**config.mk**
```make
export PLATFORM = sky130hd
export DESIGN_NAME = fat_volume_geometry_unit
export DESIGN_NICKNAME = d
export VERILOG_FILES = /design/src/sv/fvg_pkg.sv /design/src/sv/fat_volume_geometry_unit.sv /design/src/sv/fvg_div.sv
export SDC_FILE = /design/constraint.sdc
export NUM_CORES = 2
export LEC_CHECK = 0
export ABC_CLOCK_PERIOD_IN_PS = 21300
export BUFFER_PORTS_ARGS = -buffer_cell sky130_fd_sc_hd__buf_4
export CAP_MARGIN = 30
export CORE_MARGIN = 1.5
export CORE_UTILIZATION = 35
export DETAILED_ROUTE_END_ITERATION = 8
export SYNTH_ARGS = -nofsm -noshare
export SYNTH_HDL_FRONTEND = slang
export SYNTH_SLANG_ARGS = --single-unit
```
**constraint.sdc**
```tcl
create_clock -name clk_i -period 21.3 [get_ports clk_i]
set_input_delay 4.26 -clock clk_i [delete_from_list [all_inputs] [get_ports clk_i]]
set_output_delay 4.26 -clock clk_i [all_outputs]
set_load 0.02 [all_outputs]
```
**src/sv/fvg_pkg.sv**
```systemverilog
// Shared constants and divider interface types for the FAT volume geometry unit.
`default_nettype none
package fvg_pkg;

  localparam int unsigned DivNumW = 32;
  localparam int unsigned DivDenW = 24;
  localparam int unsigned DivCntW = 6;

  localparam logic [31:0] LimNarrow  = 32'h0000_FFFF;
  localparam logic [31:0] LimWide    = 32'h007F_FFFF;
  localparam logic [28:0] SpfLimit   = 29'h0_FFFF;
  localparam logic [22:0] Fat12Top   = 23'd4077;
  localparam logic [22:0] Fat16Low   = 23'd4088;
  localparam logic [22:0] Fat16Top   = 23'd65518;
  localparam logic [19:0] ClusterCap = 20'd65536;

  localparam logic RegReserved = 1'b0;
  localparam logic RegWide     = 1'b1;

  typedef struct packed {
    logic               go;
    logic [DivNumW-1:0] num;
    logic [DivDenW-1:0] den;
  } fvg_div_req_t;

  typedef struct packed {
    logic               done;
    logic [DivNumW-1:0] quo;
    logic [DivDenW-1:0] rem;
  } fvg_div_rsp_t;

endpackage
`default_nettype wire

```
**src/sv/fat_volume_geometry_unit.sv**
```systemverilog
// Top level of the FAT12/FAT16 volume geometry unit with its sequencer.
// The result strobe follows an accepted transfer once the layout passes settle; every
// division runs on the shared divider. A sector doubling, a repeated pass or a FAT-size
// retry each adds divisions; a zero sector size or oversized cluster request answers
// straight from idle without a division.
// One request at a time; busy_o drops with the strobe and the receiver cannot stall.
// Reset is asynchronous and active low; registers return to reserved=1, narrow.
`default_nettype none
module fat_volume_geometry_unit
  import fvg_pkg::*;
(
  input  wire logic        clk_i,
  input  wire logic        rst_ni,
  input  wire logic        psel,
  input  wire logic        penable,
  input  wire logic        pwrite,
  input  wire logic [2:0]  paddr,
  input  wire logic [31:0] pwdata,
  output logic      [31:0] prdata,
  output logic             pready,
  input  wire logic        start_i,
  output logic             busy_o,
  input  wire logic [20:0] size_kb_i,
  input  wire logic [15:0] sector_bytes_i,
  input  wire logic [16:0] cluster_req_bytes_i,
  input  wire logic [15:0] root_entries_i,
  input  wire logic [4:0]  fat_copies_i,
  output logic             done_o,
  output logic             ok_o,
  output logic             fat16_o,
  output logic      [16:0] final_sector_bytes_o,
  output logic      [16:0] final_cluster_bytes_o,
  output logic      [22:0] total_sectors_o,
  output logic      [11:0] sectors_per_cluster_o,
  output logic      [15:0] dir_sector_count_o,
  output logic      [15:0] fat_sector_count_o,
  output logic      [15:0] cluster_count_o,
  output logic      [19:0] dir_first_sector_o,
  output logic      [22:0] data_sector_count_o
);

  // The sequencer walks the layout passes; every division goes through the
  // one shared divider, and each state that awaits a division holds until its done pulse.
  typedef enum logic [2:0] {
    ST_IDLE,
    ST_SEC,
    ST_DIR,
    ST_LOOP,
    ST_SPC,
    ST_SPF,
    ST_CLU
  } state_e;

  state_e state_q;

  // Configuration registers.
  logic [7:0] reserved_q;
  logic       wide_q;

  assign pready = 1'b1;
  always_comb begin
    if (paddr[2] == RegWide) begin
      prdata = {31'd0, wide_q};
    end else begin
      prdata = {24'd0, reserved_q};
    end
  end

  always_ff @(posedge clk_i or negedge rst_ni) begin
    if (!rst_ni) begin
      reserved_q <= 8'd1;
      wide_q     <= 1'b0;
    end else if (psel && penable && pwrite && pready) begin
      if (paddr[2] == RegReserved) begin
        reserved_q <= pwdata[7:0];
      end else begin
        wide_q <= pwdata[0];
      end
    end
  end

  // Working registers of one request.
  logic [30:0] bytes_q;
  logic [17:0] bps_q;
  logic [19:0] clus_q;
  logic [15:0] ent_q;
  logic [4:0]  fats_q;
  logic        size_zero_q;
  logic        bits16_q;
  logic        grow_q;
  logic [22:0] sectors_q;
  logic [21:0] dirsec_q;
  logic [23:0] sys_q;
  logic [22:0] data_q;
  logic [19:0] spc_q;
  logic [15:0] spf_q;
  logic [20:0] fsec_q;

  fvg_div_req_t div_req_q;
  fvg_div_rsp_t div_rsp;

  fvg_div u_div (
    .clk_i  (clk_i),
    .rst_ni (rst_ni),
    .req_i  (div_req_q),
    .rsp_o  (div_rsp)
  );

  // Helper values drawn from the divider result and the working registers.
  logic [31:0] lim;
  logic [21:0] dirsec_new;
  logic [19:0] clus_max;
  logic [23:0] sys_new;
  logic [22:0] data_new;
  logic [28:0] spf_new;
  logic [23:0] spf_base;
  logic [27:0] spf_num;
  logic [23:0] spf_den;
  logic [20:0] fsec_new;
  logic [23:0] sys_fat;
  logic [22:0] data_fat;
  logic [22:0] nclus;
  logic [19:0] clus_dbl;

  assign lim        = wide_q ? LimWide : LimNarrow;
  assign dirsec_new = 22'(div_rsp.quo) + {21'd0, (div_rsp.rem != '0)};
  assign clus_max   = ({2'd0, bps_q} > clus_q) ? {2'd0, bps_q} : clus_q;
  assign sys_new    = {16'd0, reserved_q} + {2'd0, dirsec_q};
  assign data_new   = ({1'b0, sectors_q} > sys_new) ? 23'({1'b0, sectors_q} - sys_new) : '0;
  assign spf_base   = {1'b0, data_q} + {3'd0, div_rsp.quo[19:0], 1'b0};
  // The FAT entry width is 12 or 16 bits, so both products are shifts and adds.
  assign spf_num    = bits16_q ? {spf_base, 4'd0}
                               : ({1'b0, spf_base, 3'd0} + {2'd0, spf_base, 2'd0});
  assign spf_den    = {1'b0, clus_q, 3'd0}
                    + (bits16_q ? {15'd0, fats_q, 4'd0}
                                : ({16'd0, fats_q, 3'd0} + {17'd0, fats_q, 2'd0}));
  assign spf_new    = 29'(div_rsp.quo) + {28'd0, (div_rsp.rem != '0)};
  assign fsec_new   = {5'd0, spf_new[15:0]} * {16'd0, fats_q};
  assign sys_fat    = sys_q + {3'd0, fsec_new};
  assign data_fat   = (data_q > {2'd0, fsec_new}) ? (data_q - {2'd0, fsec_new}) : '0;
  assign nclus      = div_rsp.quo[22:0];
  assign clus_dbl   = {clus_q[18:0], 1'b0};

  always_ff @(posedge clk_i or negedge rst_ni) begin
    if (!rst_ni) begin
      state_q       <= ST_IDLE;
      div_req_q     <= '0;
      done_o        <= 1'b0;
      grow_q        <= 1'b0;
      bits16_q      <= 1'b0;
    end else begin
      div_req_q.go <= 1'b0;
      done_o       <= 1'b0;
      case (state_q)
        ST_IDLE: begin
          if (start_i) begin
            bytes_q     <= {size_kb_i, 10'd0};
            bps_q       <= {2'd0, sector_bytes_i};
            clus_q      <= {3'd0, cluster_req_bytes_i};
            ent_q       <= root_entries_i;
            fats_q      <= fat_copies_i;
            size_zero_q <= (size_kb_i == '0);
            bits16_q    <= 1'b0;
            grow_q      <= 1'b0;
            if (sector_bytes_i == '0 || {3'd0, cluster_req_bytes_i} > ClusterCap) begin
              done_o                <= 1'b1;
              ok_o                  <= 1'b0;
              fat16_o               <= 1'b0;
              final_sector_bytes_o  <= '0;
              final_cluster_bytes_o <= '0;
              total_sectors_o       <= '0;
              sectors_per_cluster_o <= '0;
              dir_sector_count_o    <= '0;
              fat_sector_count_o    <= '0;
              cluster_count_o       <= '0;
              dir_first_sector_o    <= '0;
              data_sector_count_o   <= '0;
            end else begin
              div_req_q <= '{go: 1'b1, num: {1'b0, size_kb_i, 10'd0},
                             den: {8'd0, sector_bytes_i}};
              state_q   <= ST_SEC;
            end
          end
        end
        ST_SEC: begin
          if (div_rsp.done) begin
            if (!grow_q && div_rsp.quo > lim) begin
              bps_q     <= {bps_q[16:0], 1'b0};
              div_req_q <= '{go: 1'b1, num: {1'b0, bytes_q},
                             den: {6'd0, bps_q[16:0], 1'b0}};
            end else begin
              sectors_q <= div_rsp.quo[22:0];
              div_req_q <= '{go: 1'b1, num: {11'd0, ent_q, 5'd0}, den: {6'd0, bps_q}};
              state_q   <= ST_DIR;
            end
          end
        end
        ST_DIR: begin
          if (div_rsp.done) begin
            dirsec_q <= dirsec_new;
            clus_q   <= clus_max;
            grow_q   <= 1'b0;
            if (grow_q && clus_max > ClusterCap) begin
              done_o                <= 1'b1;
              ok_o                  <= 1'b0;
              fat16_o               <= 1'b0;
              final_sector_bytes_o  <= '0;
              final_cluster_bytes_o <= '0;
              total_sectors_o       <= '0;
              sectors_per_cluster_o <= '0;
              dir_sector_count_o    <= '0;
              fat_sector_count_o    <= '0;
              cluster_count_o       <= '0;
              dir_first_sector_o    <= '0;
              data_sector_count_o   <= '0;
              state_q               <= ST_IDLE;
            end else begin
              state_q <= ST_LOOP;
            end
          end
        end
        ST_LOOP: begin
          // Start of one pass of the sectors-per-FAT iteration.
          sys_q     <= sys_new;
          data_q    <= data_new;
          div_req_q <= '{go: 1'b1, num: {12'd0, clus_q}, den: {6'd0, bps_q}};
          state_q   <= ST_SPC;
        end
        ST_SPC: begin
          if (div_rsp.done) begin
            spc_q     <= div_rsp.quo[19:0];
            div_req_q <= '{go: 1'b1, num: {4'd0, spf_num}, den: spf_den};
            state_q   <= ST_SPF;
          end
        end
        ST_SPF: begin
          if (div_rsp.done) begin
            if (spf_new > SpfLimit) begin
              // One FAT is too large: grow a small sector first, else the cluster.
              if (bps_q < 18'd512) begin
                bps_q     <= {bps_q[16:0], 1'b0};
                grow_q    <= 1'b1;
                div_req_q <= '{go: 1'b1, num: {1'b0, bytes_q},
                               den: {6'd0, bps_q[16:0], 1'b0}};
                state_q   <= ST_SEC;
              end else begin
                clus_q <= clus_dbl;
                if (clus_dbl > ClusterCap) begin
                  done_o                <= 1'b1;
                  ok_o                  <= 1'b0;
                  fat16_o               <= 1'b0;
                  final_sector_bytes_o  <= '0;
                  final_cluster_bytes_o <= '0;
                  total_sectors_o       <= '0;
                  sectors_per_cluster_o <= '0;
                  dir_sector_count_o    <= '0;
                  fat_sector_count_o    <= '0;
                  cluster_count_o       <= '0;
                  dir_first_sector_o    <= '0;
                  data_sector_count_o   <= '0;
                  state_q               <= ST_IDLE;
                end else begin
                  state_q <= ST_LOOP;
                end
              end
            end else begin
              spf_q     <= spf_new[15:0];
              fsec_q    <= fsec_new;
              sys_q     <= sys_fat;
              data_q    <= data_fat;
              div_req_q <= '{go: 1'b1, num: {9'd0, data_fat}, den: {4'd0, spc_q}};
              state_q   <= ST_CLU;
            end
          end
        end
        ST_CLU: begin
          if (div_rsp.done) begin
            if (!bits16_q && nclus > Fat12Top) begin
              bits16_q <= 1'b1;
              state_q  <= ST_LOOP;
            end else if ((bits16_q && nclus < Fat16Low) || nclus > Fat16Top) begin
              // Too few clusters for FAT16 or too many for either: back to
              // FAT12 with a doubled cluster.
              bits16_q <= 1'b0;
              clus_q   <= clus_dbl;
              if (clus_dbl > ClusterCap) begin
                done_o                <= 1'b1;
                ok_o                  <= 1'b0;
                fat16_o               <= 1'b0;
                final_sector_bytes_o  <= '0;
                final_cluster_bytes_o <= '0;
                total_sectors_o       <= '0;
                sectors_per_cluster_o <= '0;
                dir_sector_count_o    <= '0;
                fat_sector_count_o    <= '0;
                cluster_count_o       <= '0;
                dir_first_sector_o    <= '0;
                data_sector_count_o   <= '0;
                state_q               <= ST_IDLE;
              end else begin
                state_q <= ST_LOOP;
              end
            end else begin
              // Layout settled; a zero size reports an empty but valid disk,
              // and a usable layout trims the sectors left outside a cluster.
              done_o                <= 1'b1;
              fat16_o               <= bits16_q;
              final_sector_bytes_o  <= bps_q[16:0];
              final_cluster_bytes_o <= clus_q[16:0];
              sectors_per_cluster_o <= spc_q[11:0];
              dir_sector_count_o    <= dirsec_q[15:0];
              fat_sector_count_o    <= spf_q;
              dir_first_sector_o    <= 20'({14'd0, reserved_q} + {1'b0, fsec_q});
              if (size_zero_q) begin
                ok_o                <= 1'b1;
                total_sectors_o     <= '0;
                cluster_count_o     <= '0;
                data_sector_count_o <= '0;
              end else if ({1'b0, sectors_q} <= sys_q || nclus == '0) begin
                ok_o                <= 1'b0;
                total_sectors_o     <= sectors_q;
                cluster_count_o     <= nclus[15:0];
                data_sector_count_o <= data_q;
              end else begin
                ok_o                <= 1'b1;
                total_sectors_o     <= sectors_q - div_rsp.rem[22:0];
                cluster_count_o     <= nclus[15:0];
                data_sector_count_o <= data_q;
              end
              state_q <= ST_IDLE;
            end
          end
        end
        default: begin
          state_q <= ST_IDLE;
        end
      endcase
    end
  end

  assign busy_o = (state_q != ST_IDLE);

  // A result transfer only ever follows the end of a request.
  assert property (@(posedge clk_i) disable iff (!rst_ni) done_o |-> !busy_o)
    else $error("result strobe while busy");

  // An accepted request either finishes at once with an error or starts work.
  assert property (@(posedge clk_i) disable iff (!rst_ni)
    (start_i && !busy_o) |=> (busy_o || done_o))
    else $error("accepted request was dropped");

  // The divider is only launched while a request is in flight.
  assert property (@(posedge clk_i) disable iff (!rst_ni) div_req_q.go |-> busy_o)
    else $error("divider launched while idle");

  // The working sector size is never zero while a request runs outside ST_SEC.
  assert property (@(posedge clk_i) disable iff (!rst_ni)
    (busy_o && state_q != ST_SEC) |-> (bps_q != '0))
    else $error("zero sector size inside the sequencer");

endmodule
`default_nettype wire

```
**src/sv/fvg_div.sv**
```systemverilog
// Restoring radix-2 divider, one quotient bit per cycle.
`default_nettype none
module fvg_div
  import fvg_pkg::*;
(
  input  wire logic         clk_i,
  input  wire logic         rst_ni,
  input  wire fvg_div_req_t req_i,
  output fvg_div_rsp_t      rsp_o
);

  logic               busy_q, busy_d;
  logic               done_q, done_d;
  logic [DivCntW-1:0] cnt_q, cnt_d;
  logic [DivNumW-1:0] quo_q, quo_d;
  logic [DivDenW-1:0] rem_q, rem_d;
  logic [DivDenW-1:0] den_q, den_d;
  logic [DivDenW:0]   shifted;

  always_comb begin
    busy_d  = busy_q;
    done_d  = 1'b0;
    cnt_d   = cnt_q;
    quo_d   = quo_q;
    rem_d   = rem_q;
    den_d   = den_q;
    shifted = {rem_q, quo_q[DivNumW-1]};
    if (req_i.go) begin
      busy_d = 1'b1;
      cnt_d  = DivCntW'(DivNumW);
      quo_d  = req_i.num;
      rem_d  = '0;
      den_d  = req_i.den;
    end else if (busy_q) begin
      if (shifted >= {1'b0, den_q}) begin
        rem_d = DivDenW'(shifted - {1'b0, den_q});
        quo_d = {quo_q[DivNumW-2:0], 1'b1};
      end else begin
        rem_d = shifted[DivDenW-1:0];
        quo_d = {quo_q[DivNumW-2:0], 1'b0};
      end
      cnt_d = cnt_q - DivCntW'(1);
      if (cnt_q == DivCntW'(1)) begin
        busy_d = 1'b0;
        done_d = 1'b1;
      end
    end
  end

  always_ff @(posedge clk_i or negedge rst_ni) begin
    if (!rst_ni) begin
      busy_q <= 1'b0;
      done_q <= 1'b0;
      cnt_q  <= '0;
    end else begin
      busy_q <= busy_d;
      done_q <= done_d;
      cnt_q  <= cnt_d;
    end
  end

  always_ff @(posedge clk_i) begin
    quo_q <= quo_d;
    rem_q <= rem_d;
    den_q <= den_d;
  end

  assign rsp_o = '{done: done_q, quo: quo_q, rem: rem_q};

endmodule
`default_nettype wire
```
Yosys cells after proc, flatten, opt, wreduce, memory -nomap -nowiden
Index checks and enable logic that the tools add are counted.
{ "totals": {"register_bits": 551, "inputBits": 116, "out_inout_bits": 197, "word_cells": 341} }
{ "classes": {"addsub": 14, "mul": 1, "order_cmp": 14, "n_eq_ne": 26, "mux": 205, "n_bitwise": 3, "reduce_logical": 39} }
{ "ops": {"columns": ["operator", "n"], "rows": [
  ["$mux 23", 26],
  ["$mux 16", 26],
  ["$mux 20", 20],
  ["$mux 57", 7],
  ["$mux 17", 18],
  ["$pmux 57 s5", 1],
  ["$pmux 16 s4", 3],
  ["$pmux 23 s4", 2],
  ["$pmux 20 s4", 2],
  ["$pmux 17 s4", 2],
  ["$mux 12", 11],
  ["$mux 18", 6],
  ["$mux 24", 3],
  ["$mux 32", 2],
  ["$mux 55", 1],
  ["$pmux 18 s3", 1],
  ["$pmux 12 s4", 1],
  ["$pmux 24 s2", 1],
  ["$mux 1", 46],
  ["$pmux 23 s2", 1],
  ["$sub 23x23->23", 2],
  ["$gt 20x17->1 const B", 2],
  ["$mux 3", 11],
  ["$gt 32x23->1", 1],
  ["other kinds (61)", 106]
]} }

Logic depth before layout (Yosys ltp)
{ "logic_depth": {"depth_word": 8, "ltp_mapped": 38, "depth_no_buf": 36} }

Modules after synthesis
A second synthesis with hierarchy kept.
{ "unflattened": {"hier_cells": 3654, "area_unflattened_um2": 36946.7} }
{ "by_module_without_submodules": {"columns": ["mod", "n_inst", "cells_per_inst", "area_per_inst_um2", "seq_area_each_um2"], "rows": [
  ["fat_volume_geometry_unit", 1, 3191, 32000.7, 13519.2],
  ["fvg_div", 1, 463, 4946.0, 2362.3]
]} }

Worst setup path before layout
No wires, ideal clock.
{ "synth_timing": {"path_kind": "input port to flip-flop", "from": "input port start_i", "to": "register cluster_count_o[0] (enable)", "setup_ps": 780, "t_arrival_ps": 13074, "required_time_ps": 20520, "slack_ps": 7445, "cell_stages": 6, "path_buffers": 0, "cell_sequence": "inv_1 -> o31a_1 -> o21ai_0 -> nand2_1 -> a221o_1 -> a31oi_1"} }
{ "synth_between": {"elab_chain_cells": 2} }
{ "synth_rtl": {"columns": ["element", "line_no", "rtl"], "rows": [
  ["start, declared", "fat_volume_geometry_unit.sv:21", "input wire logic start_i,"],
  ["$ne 2x2->1 (no source line)", null, null],
  ["$reduce_and 11->1 (no source line)", null, null],
  ["end signal, assigned", "fat_volume_geometry_unit.sv:322", "cluster_count_o <= nclus[15:0];"],
  ["end signal, assigned", "fat_volume_geometry_unit.sv:327", "cluster_count_o <= nclus[15:0];"],
  ["end, declared", "fat_volume_geometry_unit.sv:37", "output logic [15:0] cluster_count_o,"]
]} }
Every way passes these cells.
A chain may end at the register's enable or synchronous reset.

Worst setup path after layout
{ "layout_timing": {"from": "register u_div.rem_q[22]", "to": "register data_q[21] (data pin)"} }
{ "layout_between": {"elab_chain_cells": 8, "elab_cells_between_ends": 9, "cone_classes": "add/sub: 2; mul: 1; order compare: 1; mux: 4; reduce/logical: 1"} }
{ "layout_rtl": {"columns": ["element", "line_no", "rtl"], "rows": [
  ["start, declared", "fvg_div.sv:16", "logic [DivDenW-1:0] rem_q, rem_d;"],
  ["start signal, assigned", "fvg_div.sv:64", "rem_q <= rem_d;"],
  ["$reduce_bool 24->1 (*)", "fat_volume_geometry_unit.sv:137", "assign spf_new = 29'(div_rsp.quo) + {28'd0, (div_rsp.rem != '0)};"],
  ["$add 29x1->29 (*)", "fat_volume_geometry_unit.sv:137", null],
  ["$mul 16x5->21 (*)", "fat_volume_geometry_unit.sv:138", "assign fsec_new = {5'd0, spf_new[15:0]} * {16'd0, fats_q};"],
  ["net fsec_new[11]", "fat_volume_geometry_unit.sv:119", "logic [20:0] fsec_new;"],
  ["$sub 23x21->23 or $gt 23x21->1 (tied branches)", "fat_volume_geometry_unit.sv:140", "assign data_fat = (data_q > {2'd0, fsec_new}) ? (data_q - {2'd0, fsec_new}) : '0;"],
  ["$mux 23 (*)", "fat_volume_geometry_unit.sv:140", null],
  ["$mux 23 (*)", "fat_volume_geometry_unit.sv:238", "if (spf_new > SpfLimit) begin"],
  ["$mux 23 (*)", "fat_volume_geometry_unit.sv:237", "if (div_rsp.done) begin"],
  ["$pmux 23 s2 (*)", "fat_volume_geometry_unit.sv:154", "case (state_q)"],
  ["end signal, assigned", "fat_volume_geometry_unit.sv:225", "data_q <= data_new;"],
  ["end signal, assigned", "fat_volume_geometry_unit.sv:270", "data_q <= data_fat;"],
  ["end, declared", "fat_volume_geometry_unit.sv:94", "logic [22:0] data_q;"]
]} }
The timed path passes the listed nets; every way through them passes the cells marked *. The select of a mux whose other input is x is not followed.

==> impl_table.tex <==
\begin{tabular}{lr}
\hline
Metric & Value \\
\hline
\multicolumn{2}{l}{\textbf{Timing}} \\
Setup repair after global routing missed its margin & no \\
Worst max-slew margin expressed relative to the limit & 23.5\% \\
Max Clk Rate & 0.0985 GHz \\
Final hold violations & 0 \\
Clock tree skew after final layout & 30.4 ps \\
Total negative slack for setup checks & 0 ps \\
Max Slew Vio Count & 0 \\
Final Cycle Share & 47.7\% \\
Final setup violating endpoints & 0 \\
Slew at the pin closest to its max-slew limit & 1140 ps \\
Final worst path period need & slightly above 10000 ps \\
\multicolumn{2}{l}{\textbf{Worst setup path}} \\
Data arrival, critical path & 10600 ps \\
Req. time, crit path & 21750 ps \\
Critical Path Sink Type & flop \\
Critical-path maximum fanout & 12 \\
Critical path's largest stage delay & slightly above 800 ps \\
Crit path kind & reg -> reg \\
Critical Path Start Type & flop \\
Setup slack on the worst flop-to-flop path & 11150 ps \\
Cell at the slowest stage of the critical path & sky130\_fd\_sc\_hd\_\_xnor2\_1 \\
\multicolumn{2}{l}{\textbf{Synthesis}} \\
Yosys Warn Count & 0 \\
Compound-Gate Fraction of Synth Area & a little under a fifth \\
Async set-reset flop share out of synthesis & 14.4\% \\
Syn\_area\_per\_cell & about 10 sq um \\
Post-synth top area cell & sky130\_fd\_sc\_hd\_\_edfxtp\_1 \\
Number of synthesized register bits & 550 \\
Multiplexer area fraction after synthesis & 3.28\% \\
Number of enable flip-flop cells after synthesis & 447 \\
Adder-cell share of the synthesized area & approximately 12\% \\
Top post-synthesis cells by area & sky130\_fd\_sc\_hd\_\_edfxtp\_1 36\%, sky130\_fd\_sc\_hd\_\_ha\_1 8.4\%, sky130\_fd\_sc\_hd\_\_dfrtp\_1 5.3\% \\
Most frequently used flop master after synthesis & sky130\_fd\_sc\_hd\_\_edfxtp\_1 \\
Number of cells produced by synthesis & 3640 \\
Post-synth design cell area & between 30000 and 40000 sq um \\
Fraction of synthesized cell area taken by the top area cell type & 36.3\% \\
Count of different cell masters after synthesis & 106 \\
Main combinational cell family by area after synthesis & compound AO/OA/AOI/OAI gates \\
Area fraction in and, or, nand and nor cells after synthesis & a little over an eighth \\
Seq/Total Area, Yosys & 43.0\% \\
Fraction of synthesized cell area in xor and xnor cells & 5.51\% \\
\multicolumn{2}{l}{\textbf{Place}} \\
Buffers added on ports & 261 \\
Placer congestion estimate & around 0.95 \\
HPWL after detailed placement & a little under 100000 um \\
\multicolumn{2}{l}{\textbf{Detailed routing}} \\
DR vias/cell & 5.71 \\
Total detailed-routing wirelength & between 100000 and 150000 um \\
Vias post-DR & 30312 \\
Drc violations & 0 \\
Average wire per standard cell & about 24 um \\
First-pass DRT Iterations & 8 \\
Remaining antenna violation count & 0 \\
Initial DRC count & 3404 \\
\multicolumn{2}{l}{\textbf{Global route}} \\
Global-route wire length before repair & 189000 um \\
Total GRT Usage & approximately a quarter \\
Vias in the first global route & 28530 \\
Maximum number of pins on one net before global-route repair & 80 \\
Antenna violations before repair & 3 \\
Global route total overflow & 0 \\
\multicolumn{2}{l}{\textbf{Cells and area}} \\
Ratio of cells with drive above 1 in the final layout & 13.8\% \\
Area Overhead vs Synth & 15.7\% \\
Area used by sequential logic in the layout & 15900 sq um \\
Nets & 4280 \\
Total of fill cells in the finished design & 10270 \\
Area of the multi-input gates & $\sim$20000 sq um \\
\multicolumn{2}{l}{\textbf{Clocking}} \\
Hold bufs inserted after CTS & 0 \\
Root Buffer & sky130\_fd\_sc\_hd\_\_clkbuf\_16 \\
Sink count of the clock tree & 550 \\
Buffer count from post-CTS setup fixing & 0 \\
CTS-repair resized insts & 0 \\
Clock tree from TritonCTS & built \\
CTS H-tree lvls & 3 \\
Clock-pin slew on the worst setup and hold paths & roughly 60 ps \\
Clock Tree Buf Depth & 3 \\
Clock latency of the later-clocked register in the worst-skew pair & 640 ps \\
Number of buffers created by CTS & 67 \\
\multicolumn{2}{l}{\textbf{Floorplanning}} \\
DIE WIDTH & 328 um \\
Area enclosed by the die boundary & around 110000 sq um \\
Core area & 105000 sq um \\
Initial core utilization & around a third \\
Placement row count & around 120 \\
Die span in y & 328 um \\
Number of top-level pins & 313 \\
\multicolumn{2}{l}{\textbf{Worst hold path}} \\
Worst hold-check path type & reg -> reg \\
\multicolumn{2}{l}{\textbf{Job}} \\
Number of max-cap violations & 0 \\
\multicolumn{2}{l}{\textbf{Status}} \\
Outcome & finished clean \\
\hline
\end{tabular}
cells by family after synthesis:
logic type               Yosys count
buffers and inverters            429
adder cells (fa/ha/maj)          310
flip-flops                       550
multiplexers                     115
AND/OR/NAND/NOR                  994
other                              2
XOR/XNOR                         227
AO/OA/AOI/OAI                   1013
through the flow:
stage | setup slack, ps | util, % | hold WS (ps) | instances | instance area (sq um)
2_1_floorplan | 7450 | - | 424 | 3663 | 37000
3_3_place_gp | 11420 | 38.4 | 433 | 5177 | 40300
3_5_place_dp | 11320 | 38.5 | 433 | 5183 | 40400
4_1_cts | 11250 | 40.7 | 447 | 5304 | 42700
5_1_grt | 10690 | 40.7 | 453 | 5305 | 42700
6_report | 11150 | 40.7 | 448 | 5307 | 42700
cell type report:
cell class | instances | area share, %
inverters | 249 | 2.19
clock inverters | 39 | 1.04
multi-input cells | 2684 | 45.6
well taps | 1391 | 4.07
clock buffers | 82 | 4.29
diodes | 2 | 0.0117
repair buffers | 310 | 5.62
flip-flops and latches | 550 | 37.2
cell usage in the layout (no fill, tap or decap), types with 49 or more instances in the layout:
master | Yosys | layout
sky130_fd_sc_hd__a21o_1 | 77 | 77
sky130_fd_sc_hd__a21oi_1 | 200 | 198
sky130_fd_sc_hd__a22o_1 | 113 | 113
sky130_fd_sc_hd__and2_1 | 75 | 74
sky130_fd_sc_hd__buf_4 | 27 | 304
sky130_fd_sc_hd__clkbuf_16 | 0 | 69
sky130_fd_sc_hd__dfrtp_1 | 78 | 77
sky130_fd_sc_hd__edfxtp_1 | 447 | 447
sky130_fd_sc_hd__fa_1 | 53 | 53
sky130_fd_sc_hd__ha_1 | 249 | 249
sky130_fd_sc_hd__inv_1 | 242 | 242
sky130_fd_sc_hd__mux2_2 | 49 | 49
sky130_fd_sc_hd__mux2i_1 | 66 | 66
sky130_fd_sc_hd__nand2_1 | 322 | 322
sky130_fd_sc_hd__nand3_1 | 58 | 58
sky130_fd_sc_hd__nor2_1 | 218 | 214
sky130_fd_sc_hd__o21ai_0 | 219 | 219
sky130_fd_sc_hd__xnor2_1 | 153 | 153
sky130_fd_sc_hd__xor2_1 | 70 | 70
worst paths after layout:
path,depth (start not counted),end,from
setup / recovery,32,data_q[21],u_div.rem_q[22]
hold / removal,0,u_div.den_q[2],div_req_q[2]
setup reg to reg,32,data_q[21],u_div.rem_q[22]
hold reg to reg,0,u_div.den_q[2],div_req_q[2]
max in group asynchronous,2,reserved_q[7],rst_ni
min in group asynchronous,1,u_div.cnt_q[1],rst_ni
sequential cells by signal, indices dropped and copies added, names as in the netlist, 17 cells and up:
signal	cells
data_sector_count_o	23
sys_q	24
dirsec_q	22
sectors_q	23
u_div.den_q	24
bytes_q	21
spc_q	20
bps_q	18
fsec_q	20
total_sectors_o	23
u_div.quo_q	32
div_req_q	56
final_sector_bytes_o	17
clus_q	20
dir_first_sector_o	20
final_cluster_bytes_o	17
data_q	23
u_div.rem_q	24
routing by layer:
layer	part of all wire (%)	global-route usage [%]	up-vias	routed length, um
met4	3.4	8.54	0	4480
met2	45	36.6	1372	58400
met3	8.0	3.37	180	10400
met1	44	33.3	14856	56700
met5	0	0	-	0
li1	-	-	13904	-
critical path, delay by kind of cell (launching register included):
kind / cells / cell delay (ps)
xor gates and xnor gates: 2 / 1380
and+or+nand+nor: 13 / 3140
DFF: 1 / 500
buffers and inverters: 4 / 500
adders and majority gates: 6 / 2640
AOI/OAI and AO/OA: 7 / 1800
cell usage after synthesis, types with 12 or more instances:
master                      instances
sky130_fd_sc_hd__mux2_2            49
sky130_fd_sc_hd__o31ai_1           19
sky130_fd_sc_hd__nand2_1          322
sky130_fd_sc_hd__nor3_1            50
sky130_fd_sc_hd__o21ai_0          219
sky130_fd_sc_hd__or3_1             22
sky130_fd_sc_hd__a222oi_1          33
sky130_fd_sc_hd__o211ai_1          24
sky130_fd_sc_hd__nor2b_1           40
sky130_fd_sc_hd__o22ai_1           20
sky130_fd_sc_hd__mux2i_1           66
sky130_fd_sc_hd__ha_1             249
sky130_fd_sc_hd__o2111ai_1         12
sky130_fd_sc_hd__inv_1            242
sky130_fd_sc_hd__dfxtp_1           24
sky130_fd_sc_hd__clkbuf_1         113
sky130_fd_sc_hd__buf_2             26
sky130_fd_sc_hd__a211oi_1          28
sky130_fd_sc_hd__a31oi_1           37
sky130_fd_sc_hd__fa_1              53
sky130_fd_sc_hd__o21bai_1          28
sky130_fd_sc_hd__a21o_1            77
sky130_fd_sc_hd__xor2_1            70
sky130_fd_sc_hd__nand3_1           58
sky130_fd_sc_hd__edfxtp_1         447
sky130_fd_sc_hd__a21boi_0          12
sky130_fd_sc_hd__and2_1            75
sky130_fd_sc_hd__and3_1            37
sky130_fd_sc_hd__o21a_1            47
sky130_fd_sc_hd__dfrtp_1           78
sky130_fd_sc_hd__buf_4             27
sky130_fd_sc_hd__nand4_1           47
sky130_fd_sc_hd__xnor2_1          153
sky130_fd_sc_hd__a21oi_1          200
sky130_fd_sc_hd__nor4_1            39
sky130_fd_sc_hd__nor2_1           218
sky130_fd_sc_hd__nand2b_1          31
sky130_fd_sc_hd__a22oi_1           30
sky130_fd_sc_hd__a22o_1           113
Power is not shown: default switching activity piles up to over one toggle a cycle in this logic, so the estimate is an artifact.
